<file path="config.mk">
export PLATFORM = sky130hd
export DESIGN_NAME = sgr_mouse_escape_parser
export DESIGN_NICKNAME = d
export VERILOG_FILES = /design/src/sv/sgrm_pkg.sv /design/src/sv/sgrm_core.sv /design/src/sv/sgr_mouse_escape_parser.sv
export SDC_FILE = /design/constraint.sdc
export NUM_CORES = 1
export LEC_CHECK = 0
export BUFFER_PORTS_ARGS = -buffer_cell sky130_fd_sc_hd__buf_2
export CAP_MARGIN = 10
export CORE_MARGIN = 5
export CORE_UTILIZATION = 50
export DETAILED_ROUTE_END_ITERATION = 8
export GPL_ROUTABILITY_DRIVEN = 0
export MAX_ROUTING_LAYER = met4
export PLACE_DENSITY = 0.7
export SLEW_MARGIN = 5
export SYNTH_ARGS = -nofsm -noshare
export SYNTH_HDL_FRONTEND = slang
export SYNTH_SLANG_ARGS = --single-unit
</file>
<file path="constraint.sdc">
create_clock -name clk -period 11.5 [get_ports clk]
set_clock_uncertainty 0.15 [all_clocks]
set_input_delay 1.725 -clock clk [delete_from_list [all_inputs] [get_ports clk]]
set_output_delay 1.725 -clock clk [all_outputs]
set_load 0.02 [all_outputs]
</file>
<file path="src/sv/sgrm_pkg.sv">
// shared types and constants for the sgr mouse report parser
// no dependencies; used by sgrm_core and sgr_mouse_escape_parser
`default_nettype none

package sgrm_pkg;

  // parser modes, one-hot
  typedef enum logic [7:0] {
    MODE_IDLE     = 8'b0000_0001,
    MODE_ESC      = 8'b0000_0010,
    MODE_CSI      = 8'b0000_0100,
    MODE_BTN      = 8'b0000_1000,
    MODE_COL      = 8'b0001_0000,
    MODE_ROW      = 8'b0010_0000,
    MODE_CSI_SKIP = 8'b0100_0000,
    MODE_ESC_SKIP = 8'b1000_0000
  } mode_t;

  localparam logic [1:0] EV_EXIT    = 2'd0;
  localparam logic [1:0] EV_DRAG    = 2'd1;
  localparam logic [1:0] EV_RELEASE = 2'd2;

  localparam logic [7:0] CH_ESC      = 8'h1B;
  localparam logic [7:0] CH_LBRACKET = 8'h5B;
  localparam logic [7:0] CH_LT       = 8'h3C;
  localparam logic [7:0] CH_SEMI     = 8'h3B;
  localparam logic [7:0] CH_ZERO     = 8'h30;
  localparam logic [7:0] CH_NINE     = 8'h39;
  localparam logic [7:0] CH_PRESS    = 8'h4D;
  localparam logic [7:0] CH_RELEASE  = 8'h6D;
  localparam logic [7:0] FINAL_LO    = 8'h40;
  localparam logic [7:0] CSI_FINAL_HI = 8'h7E;
  localparam logic [7:0] ESC_FINAL_HI = 8'h7F;

  localparam int unsigned BTN_LEFT = 0;
  localparam int unsigned BTN_DRAG = 32;

  typedef struct packed {
    logic               valid;
    logic [1:0]         code;
    logic [15:0]        x;
    logic [15:0]        y;
    logic signed [16:0] dx;
    logic signed [16:0] dy;
  } result_t;

endpackage

`default_nettype wire

</file>
<file path="src/sv/sgrm_core.sv">
// parser state machine, field accumulators and drag tracking
// depends on sgrm_pkg; processes one byte whenever step is high
`default_nettype none

module sgrm_core #(
  parameter int COORD_BITS = 16
) (
  input  wire logic              clk,
  input  wire logic              rst,
  input  wire logic              step,
  input  wire logic [7:0]        data,
  output sgrm_pkg::result_t      res
);

  sgrm_pkg::mode_t         mode, mode_next;
  logic [COORD_BITS-1:0]   button_acc, button_acc_next;
  logic [COORD_BITS-1:0]   col_acc, col_acc_next;
  logic [COORD_BITS-1:0]   row_acc, row_acc_next;
  logic                    drag_active, drag_active_next;
  logic [COORD_BITS-1:0]   last_col, last_col_next;
  logic [COORD_BITS-1:0]   last_row, last_row_next;

  logic                    is_digit, csi_final, esc_final;
  logic [COORD_BITS-1:0]   acc_sel, acc_new;
  logic [COORD_BITS+3:0]   acc_wide;
  logic [COORD_BITS+15:0]  col_ext, row_ext;
  logic [COORD_BITS+16:0]  dcol, drow;

  assign is_digit  = (data >= sgrm_pkg::CH_ZERO) && (data <= sgrm_pkg::CH_NINE);
  assign csi_final = (data >= sgrm_pkg::FINAL_LO) && (data <= sgrm_pkg::CSI_FINAL_HI);
  assign esc_final = (data >= sgrm_pkg::FINAL_LO) && (data <= sgrm_pkg::ESC_FINAL_HI);

  // acc * 10 + digit, saturating
  always_comb begin
    case (mode)
      sgrm_pkg::MODE_COL: acc_sel = col_acc;
      sgrm_pkg::MODE_ROW: acc_sel = row_acc;
      default:            acc_sel = button_acc;
    endcase
  end

  assign acc_wide = {1'b0, acc_sel, 3'b000} + {3'b000, acc_sel, 1'b0}
                  + {{COORD_BITS{1'b0}}, data[3:0]};
  assign acc_new  = (acc_wide[COORD_BITS+3:COORD_BITS] != 4'd0) ?
                    {COORD_BITS{1'b1}} : acc_wide[COORD_BITS-1:0];

  assign col_ext = {16'd0, col_acc};
  assign row_ext = {16'd0, row_acc};
  assign dcol    = {17'd0, col_acc} - {17'd0, last_col};
  assign drow    = {17'd0, row_acc} - {17'd0, last_row};

  always_comb begin
    mode_next        = mode;
    button_acc_next  = button_acc;
    col_acc_next     = col_acc;
    row_acc_next     = row_acc;
    drag_active_next = drag_active;
    last_col_next    = last_col;
    last_row_next    = last_row;
    res.valid        = 1'b0;
    res.code         = sgrm_pkg::EV_EXIT;
    res.x            = col_ext[15:0];
    res.y            = row_ext[15:0];
    res.dx           = '0;
    res.dy           = '0;

    case (mode)
      sgrm_pkg::MODE_IDLE: begin
        if (data == sgrm_pkg::CH_ESC) begin
          mode_next = sgrm_pkg::MODE_ESC;
        end else begin
          res.valid = 1'b1;
          res.x     = '0;
          res.y     = '0;
        end
      end
      sgrm_pkg::MODE_ESC: begin
        if (data == sgrm_pkg::CH_LBRACKET) mode_next = sgrm_pkg::MODE_CSI;
        else if (esc_final)                mode_next = sgrm_pkg::MODE_IDLE;
        else                               mode_next = sgrm_pkg::MODE_ESC_SKIP;
      end
      sgrm_pkg::MODE_CSI: begin
        if (data == sgrm_pkg::CH_LT) begin
          button_acc_next = '0;
          col_acc_next    = '0;
          row_acc_next    = '0;
          mode_next       = sgrm_pkg::MODE_BTN;
        end else if (csi_final) begin
          mode_next = sgrm_pkg::MODE_IDLE;
        end else begin
          mode_next = sgrm_pkg::MODE_CSI_SKIP;
        end
      end
      sgrm_pkg::MODE_BTN, sgrm_pkg::MODE_COL, sgrm_pkg::MODE_ROW: begin
        if (is_digit) begin
          if (mode == sgrm_pkg::MODE_BTN)      button_acc_next = acc_new;
          else if (mode == sgrm_pkg::MODE_COL) col_acc_next    = acc_new;
          else                                 row_acc_next    = acc_new;
        end else if (data == sgrm_pkg::CH_SEMI && mode == sgrm_pkg::MODE_BTN) begin
          mode_next = sgrm_pkg::MODE_COL;
        end else if (data == sgrm_pkg::CH_SEMI && mode == sgrm_pkg::MODE_COL) begin
          mode_next = sgrm_pkg::MODE_ROW;
        end else begin
          // report closed by this byte
          mode_next = sgrm_pkg::MODE_IDLE;
          if (button_acc == COORD_BITS'(sgrm_pkg::BTN_LEFT)
              && data == sgrm_pkg::CH_PRESS) begin
            drag_active_next = 1'b1;
            last_col_next    = col_acc;
            last_row_next    = row_acc;
          end else if (button_acc == COORD_BITS'(sgrm_pkg::BTN_DRAG)
                       && data == sgrm_pkg::CH_PRESS && drag_active) begin
            last_col_next = col_acc;
            last_row_next = row_acc;
            res.valid     = 1'b1;
            res.code      = sgrm_pkg::EV_DRAG;
            res.dx        = dcol[16:0];
            res.dy        = drow[16:0];
          end else if (button_acc == COORD_BITS'(sgrm_pkg::BTN_LEFT)
                       && data == sgrm_pkg::CH_RELEASE) begin
            drag_active_next = 1'b0;
            res.valid        = 1'b1;
            res.code         = sgrm_pkg::EV_RELEASE;
          end
        end
      end
      sgrm_pkg::MODE_CSI_SKIP: begin
        if (csi_final) mode_next = sgrm_pkg::MODE_IDLE;
      end
      default: begin
        if (esc_final) mode_next = sgrm_pkg::MODE_IDLE;
      end
    endcase

    res.valid = res.valid & step;
  end

  always_ff @(posedge clk) begin
    if (rst) begin
      mode        <= sgrm_pkg::MODE_IDLE;
      button_acc  <= '0;
      col_acc     <= '0;
      row_acc     <= '0;
      drag_active <= 1'b0;
      last_col    <= '0;
      last_row    <= '0;
    end else if (step) begin
      mode        <= mode_next;
      button_acc  <= button_acc_next;
      col_acc     <= col_acc_next;
      row_acc     <= row_acc_next;
      drag_active <= drag_active_next;
      last_col    <= last_col_next;
      last_row    <= last_row_next;
    end
  end

endmodule

`default_nettype wire

</file>
<file path="src/sv/sgr_mouse_escape_parser.sv">
// top level of the sgr mouse report parser: input register, parser core, result register
// depends on sgrm_pkg and sgrm_core
`default_nettype none

// Takes one terminal byte per transaction and reports exit keys, mouse drags and
// mouse releases decoded from ESC [ < b ; x ; y M/m reports. One byte is taken
// every clock cycle while in_stall is low; a byte passes an input register and
// the parser, and its event, if any, is loaded into the result register, from
// which it can be taken.
// in_stall rises only while a finished event waits in the result register with
// out_stall high and the held byte is ready to be parsed. Coordinates saturate
// at 2^COORD_BITS - 1 and are reported in their low 16 bits.

module sgr_mouse_escape_parser #(
  parameter int COORD_BITS = 16
) (
  input  wire logic               clk,
  input  wire logic               rst,
  input  wire logic               in_valid,
  output      logic               in_stall,
  input  wire logic [7:0]         in_byte,
  output      logic               out_valid,
  input  wire logic               out_stall,
  output      logic [1:0]         event_code,
  output      logic [15:0]        pos_x,
  output      logic [15:0]        pos_y,
  output      logic signed [16:0] delta_x,
  output      logic signed [16:0] delta_y
);

  logic              held_valid;
  logic [7:0]        held_byte;
  logic              step;
  sgrm_pkg::result_t res;

  // parse the held byte when the result register is free or being emptied
  assign step     = held_valid && (!out_valid || !out_stall);
  assign in_stall = held_valid && !step;

  always_ff @(posedge clk) begin
    if (rst) begin
      held_valid <= 1'b0;
    end else if (!in_stall) begin
      held_valid <= in_valid;
    end
  end

  always_ff @(posedge clk) begin
    if (in_valid && !in_stall) begin
      held_byte <= in_byte;
    end
  end

  sgrm_core #(
    .COORD_BITS(COORD_BITS)
  ) u_core (
    .clk  (clk),
    .rst  (rst),
    .step (step),
    .data (held_byte),
    .res  (res)
  );

  always_ff @(posedge clk) begin
    if (rst) begin
      out_valid <= 1'b0;
    end else if (step) begin
      out_valid <= res.valid;
    end else if (!out_stall) begin
      out_valid <= 1'b0;
    end
  end

  always_ff @(posedge clk) begin
    if (res.valid) begin
      event_code <= res.code;
      pos_x      <= res.x;
      pos_y      <= res.y;
      delta_x    <= res.dx;
      delta_y    <= res.dy;
    end
  end

endmodule

`default_nettype wire
</file>
Word-level counts from Yosys, hierarchy flattened
Cells that the tools add are included.

Output and inout bits: 70. Register bits: 167. Word-level logic and storage cells: 133. Input bits: 12.

Magnitude comparators: 5. Muxes and demuxes: 44. Reduce and logical (&&, ||, !) cells: 33. Bitwise operators: 6. Eq/ne operators: 25. Add/subtract/negate cells: 4.

Operators with widths (count): 16-bit two-way mux (14); 16-bit case mux with 2 select lines (4); 32-bit two-way mux (2); 8-bit two-way mux (8); 8-bit case mux with 5 select lines (1); 16-bit by 16-bit subtractor with 17-bit output (2); 8-bit by 7-bit == test with 1-bit output (second input constant) (4); 8-bit by 6-bit == test with 1-bit output (second input constant) (3); 19-bit by 17-bit adder with 20-bit output (1); 20-bit by 4-bit adder with 20-bit output (1); 3-bit two-way mux (6); 6-bit AND reduction (3); 16-bit by 6-bit == test with 1-bit output (second input constant) (1); 8-bit by 5-bit == test with 1-bit output (second input constant) (2); 8-bit by 7-bit less-or-equal comparator with 1-bit output (second input constant) (2); 16-bit zero test (1); 2-bit by 1-bit inequality test with 1-bit output (second input constant) (8); 1-bit logical AND (12); 6-bit OR reduction (2); 5-bit AND reduction (2); 8-bit by 1-bit == test with 1-bit output (second input constant) (1); 8-bit by 2-bit == test with 1-bit output (second input constant) (1); 8-bit by 3-bit == test with 1-bit output (second input constant) (1); 8-bit by 4-bit == test with 1-bit output (second input constant) (1); other kinds (18) (34).

Longest topological paths before layout
Depth after elaboration: 11. Mapped depth: 23. Depth with buffers taken out: 18.

Cells and area by module
From an unflattened synthesis, not the netlist that was laid out.

Cells, all modules: 1012. Area, all modules: 9374.0 um^2.

By module, submodules not included: sgrm_core (area an instance 7003.0 um^2, times used 1, cells an instance 926); sgr_mouse_escape_parser (area an instance 2371.0 um^2, times used 1, cells an instance 86).

Least setup slack after synthesis
Ideal clock, no wire load.

Kind: reg2reg. From: register u_core.mode[2]. To: register u_core.button_acc[11]. Path buffers: 5. Setup slack: 6630 ps. Arrival: 4583 ps. Setup time: 137 ps. Stages on the path, launching flop included: 22. Required time: 11213 ps. Path through: dfxtp_1 buf_2 nor4_4 nand3_1 nor2_1 clkbuf_1 nor2_1 clkbuf_1 nand2_1 nand2_1 fa_1 ha_1 a211oi_1 o21ai_0 a211oi_1 nor4b_1 nor4_1 o211ai_1 clkbuf_1 nand2_1 clkbuf_1 o21ai_0.

Cells in the longest elaborated chain, start to end: 9. Elaborated cells on any way between the ends: 18.

Ends and longest elaborated chain: start: declaration (RTL line sgrm_core.sv:15) `sgrm_pkg::mode_t mode, mode_next;`; start signal: assignment (RTL line sgrm_core.sv:140) `mode <= sgrm_pkg::MODE_IDLE;`; start signal: assignment (RTL line sgrm_core.sv:148) `mode <= mode_next;`; 8-bit by 6-bit == test with 1-bit output / 8-bit by 5-bit == test with 1-bit output (equally long branches) (RTL line sgrm_core.sv:35, sgrm_core.sv:67); 16-bit case mux with 2 select lines (RTL line sgrm_core.sv:35) `case (mode)`; 19-bit by 17-bit adder with 20-bit output (RTL line sgrm_core.sv:42) `assign acc_wide = {1'b0, acc_sel, 3'b000} + {3'b000, acc_sel, 1'b0}`; 20-bit by 4-bit adder with 20-bit output (RTL line sgrm_core.sv:43) `+ {{COORD_BITS{1'b0}}, data[3:0]};`; 4-bit nonzero test (RTL line sgrm_core.sv:44) `assign acc_new = (acc_wide[COORD_BITS+3:COORD_BITS] != 4'd0) ?`; 16-bit two-way mux (RTL line sgrm_core.sv:44); 16-bit two-way mux (RTL line sgrm_core.sv:96) `if (mode == sgrm_pkg::MODE_BTN) button_acc_next = acc_new;`; 16-bit two-way mux (RTL line sgrm_core.sv:95) `if (is_digit) begin`; 16-bit case mux with 2 select lines (RTL line sgrm_core.sv:67) `case (mode)`; end signal: assignment (RTL line sgrm_core.sv:149) `button_acc <= button_acc_next;`; end: declaration (RTL line sgrm_core.sv:16) `logic [COORD_BITS-1:0] button_acc, button_acc_next;`.

Parallel ways exist; a longest one is shown, timed or not. The select of a mux whose other input is x is not followed. A chain may end at the register's enable or synchronous reset.

Worst setup path in the final report
From: register u_core.mode[0]. To: register u_core.button_acc[8].

Same word-level chain as after synthesis.

==> metrics.txt <==
post-CTS setup buffer count 0; multi-input gate area in the final layout 4800 µm²; Final Critical Period 5690 ps; critical path fanouts, max 20; run status complete, no violations; slowest CP cell and4_1; fillers 1,652; Synth Flop Type dfxtp_1; CTS tree yes; antenna cells 0; Synth Net Count 1,079; first-pass GRT wire length 35.7 mm; Slew headroom 20.1%; Crit path max-delay family simple AND/OR/NAND/NOR gates; top cell type's share of synthesized area 24.4%; Port Buffers 81; post-route clock period utilization 49.4%; Slew @ Worst Pin 1200 ps; sequential share of the synthesized area 44.0%; GRT Overall Usage 21.0%; Post-DP HPWL 15.8 mm; core area 18,500 µm²; register area 4100 µm²; Top cell by count, worst path nand2_1; final setup fails 0; Post-route DRC 0; Avg Inst Size Synth 9.34 µm²; DR vias/cell 5.63; Max Cap Viol 0; CP startpoint kind flip-flop; Clock Latency Late Sink 420 ps; final non-filler cell total 1,310; most frequent cells after synthesis 123 x nand2_1, 91 x dfxtp_1, 78 x nor2_1, 76 x edfxtp_1, 63 x ha_1; number of placed I/O pins 82; DRT Wirelength 21.8 mm; Critical Path, Cell by Cell nor4_4 -> and4_1 -> nor2_1 -> nand2_1 -> nand2_1 -> fa_1 -> ha_1 -> a211oi_1 -> o21ai_0 -> a211oi_1 -> nor4b_1 -> nor4_1 -> o211ai_1 -> buf_4 -> nand2_1 -> o21ai_0; clk sinks 167; Cell variety after synth 68; Initial DRT Pass Iterations 5; post-synthesis cell area 9340 µm²; Final Max Tran Viols 0; die height 147 µm; Reg clk slew, reported paths 60 ps; Site Rows 50; CTS max path bufs 2; Routed Antenna Nets 0; initial antenna violation count 0; slowest stage delay, CP 670 ps; Vias 7,370; hold_buf cts 0; share of post-route cells with drive strength above 1 18.4%; post-layout util 56.3%; initial DRC count 585; placed cell count 1,277; DIE WIDTH 147 µm; Buf/Inv on CP 1; Total Nets Final 1,142; Die Area 21,500 µm²; Cells after Synth 1,000; most numerous cell in the Yosys netlist nand2_1; PD cells 116 nW/µm²; yosys warns 0; total power 1.21 mW; Synth area leader edfxtp_1; critical path arrival 5800 ps; final hold vios 0; largest net degree at the start of global routing 88; wire per inst 16.7 µm; CP Capture Type flip-flop; fmax 0.176 GHz; area growth from synthesis to layout 11.7%; Synth area leaders edfxtp_1 24%, dfxtp_1 20%, ha_1 8.4%; static leakage 4.02 nW; Yosys reg bits 167; EDFF count, synth 76; hold crit path type reg -> reg; Req. time, crit path 11,620 ps; ys async rst share 0%; H-tree Lvls 4; unrepaired setup endpoints after global routing no; IR drop worst, VDD 0.000115 V; CTS root buf clkbuf_16; Sum Neg Setup Slack 0 ps; CTS Buf Count 17; WS Path Type reg -> reg; CTS resizes 0; number of global-route vias before repair 6,917; GRT Residual Overflow 0; Starting Density 50.4%
sequential cells by signal, indices dropped and copies added (netlist names), 2 cells and up:
name / cells
delta_x: 17
delta_y: 17
event_code: 2
held_byte: 8
pos_x: 16
pos_y: 16
u_core.button_acc: 16
u_core.col_acc: 16
u_core.last_col: 16
u_core.last_row: 16
u_core.mode: 8
u_core.row_acc: 16
power by group:
group | switching (mW) | internal (mW)
combinational | 0.0335 | 0.0112
clock | 0.226 | 0.300
sequential | 0.00483 | 0.632
stage by stage:
step,hold slack (ps),area (µm²),setup WS [ps]
floorplan,285,9340,6630
global placement,291,9880,6130
detailed placement,293,9880,5960
CTS,303,10400,5930
global route,314,10400,5360
finish,302,10400,5810
final cells by class:
type | count | area share, %
Multi-Input combinational cell | 729 | 46.0
Clock buffer | 21 | 4.32
Tap cell | 234 | 2.81
Timing Repair Buffer | 90 | 4.60
Sequential cell | 167 | 39.4
Clock inverter | 11 | 0.804
Inverter | 58 | 2.09
routing by layer:
metal  GRT usage (%)  routed length (µm)  share of wire, %  vias up
li1                -                   -                 -     3655
met1            28.6               10200                47     3446
met2            32.0                9850                45      224
met3            4.03                1260               5.8       45
met4            6.54                 505               2.3        0
met5               -                   0                 0        -
worst paths after layout:
check / startpoint / to / slack [ps] / cells past startpoint
worst max-delay path: u_core.mode[0] / u_core.button_acc[8] / 5810 / 16
worst min-delay path: u_core.last_col[5] / u_core.last_col[5] / 300 / 2
worst max register to register: u_core.mode[0] / u_core.button_acc[8] / 5810 / 16
worst min register to register: u_core.last_col[5] / u_core.last_col[5] / 300 / 2
worst register-to-register path: cells and delay by family, from the launching register on:
kind / cells / cell delay, ps
AO/OA/AOI/OAI: 5 / 1330
adder cells (fa/ha/maj): 2 / 850
buffers and inverters: 1 / 230
flip-flops: 1 / 370
AND/OR/NAND/NOR: 8 / 2580
cells in the final DEF, fill, tap and decap left out, types with 11 or more instances in the layout:
cell	n
nor2_1	78
nand2b_1	21
a22oi_1	20
inv_1	58
ha_1	63
nand2_2	30
a21oi_1	55
nand3_1	18
o21ai_0	50
clkbuf_16	17
nand2_1	123
nor3_1	13
buf_2	80
a21oi_2	29
xnor2_1	11
xor2_1	18
dfxtp_1	91
and2_1	35
edfxtp_1	76
nor2b_1	15
a21o_1	11
logic make-up (layout without fill, tap and decap cells):
kind of cell / count (synthesis) / after routing / synth area share (%)
muxes: 10 / 10 / 1.09
adders and majority gates: 67 / 67 / 9.30
DFF: 167 / 167 / 44.0
AOI/OAI and AO/OA: 229 / 229 / 16.5
buffers and inverters: 104 / 180 / 4.81
xor gates and xnor gates: 29 / 29 / 2.72
and+or+nand+nor: 394 / 394 / 21.7
Note: power is estimated with default switching activity, not from simulation.
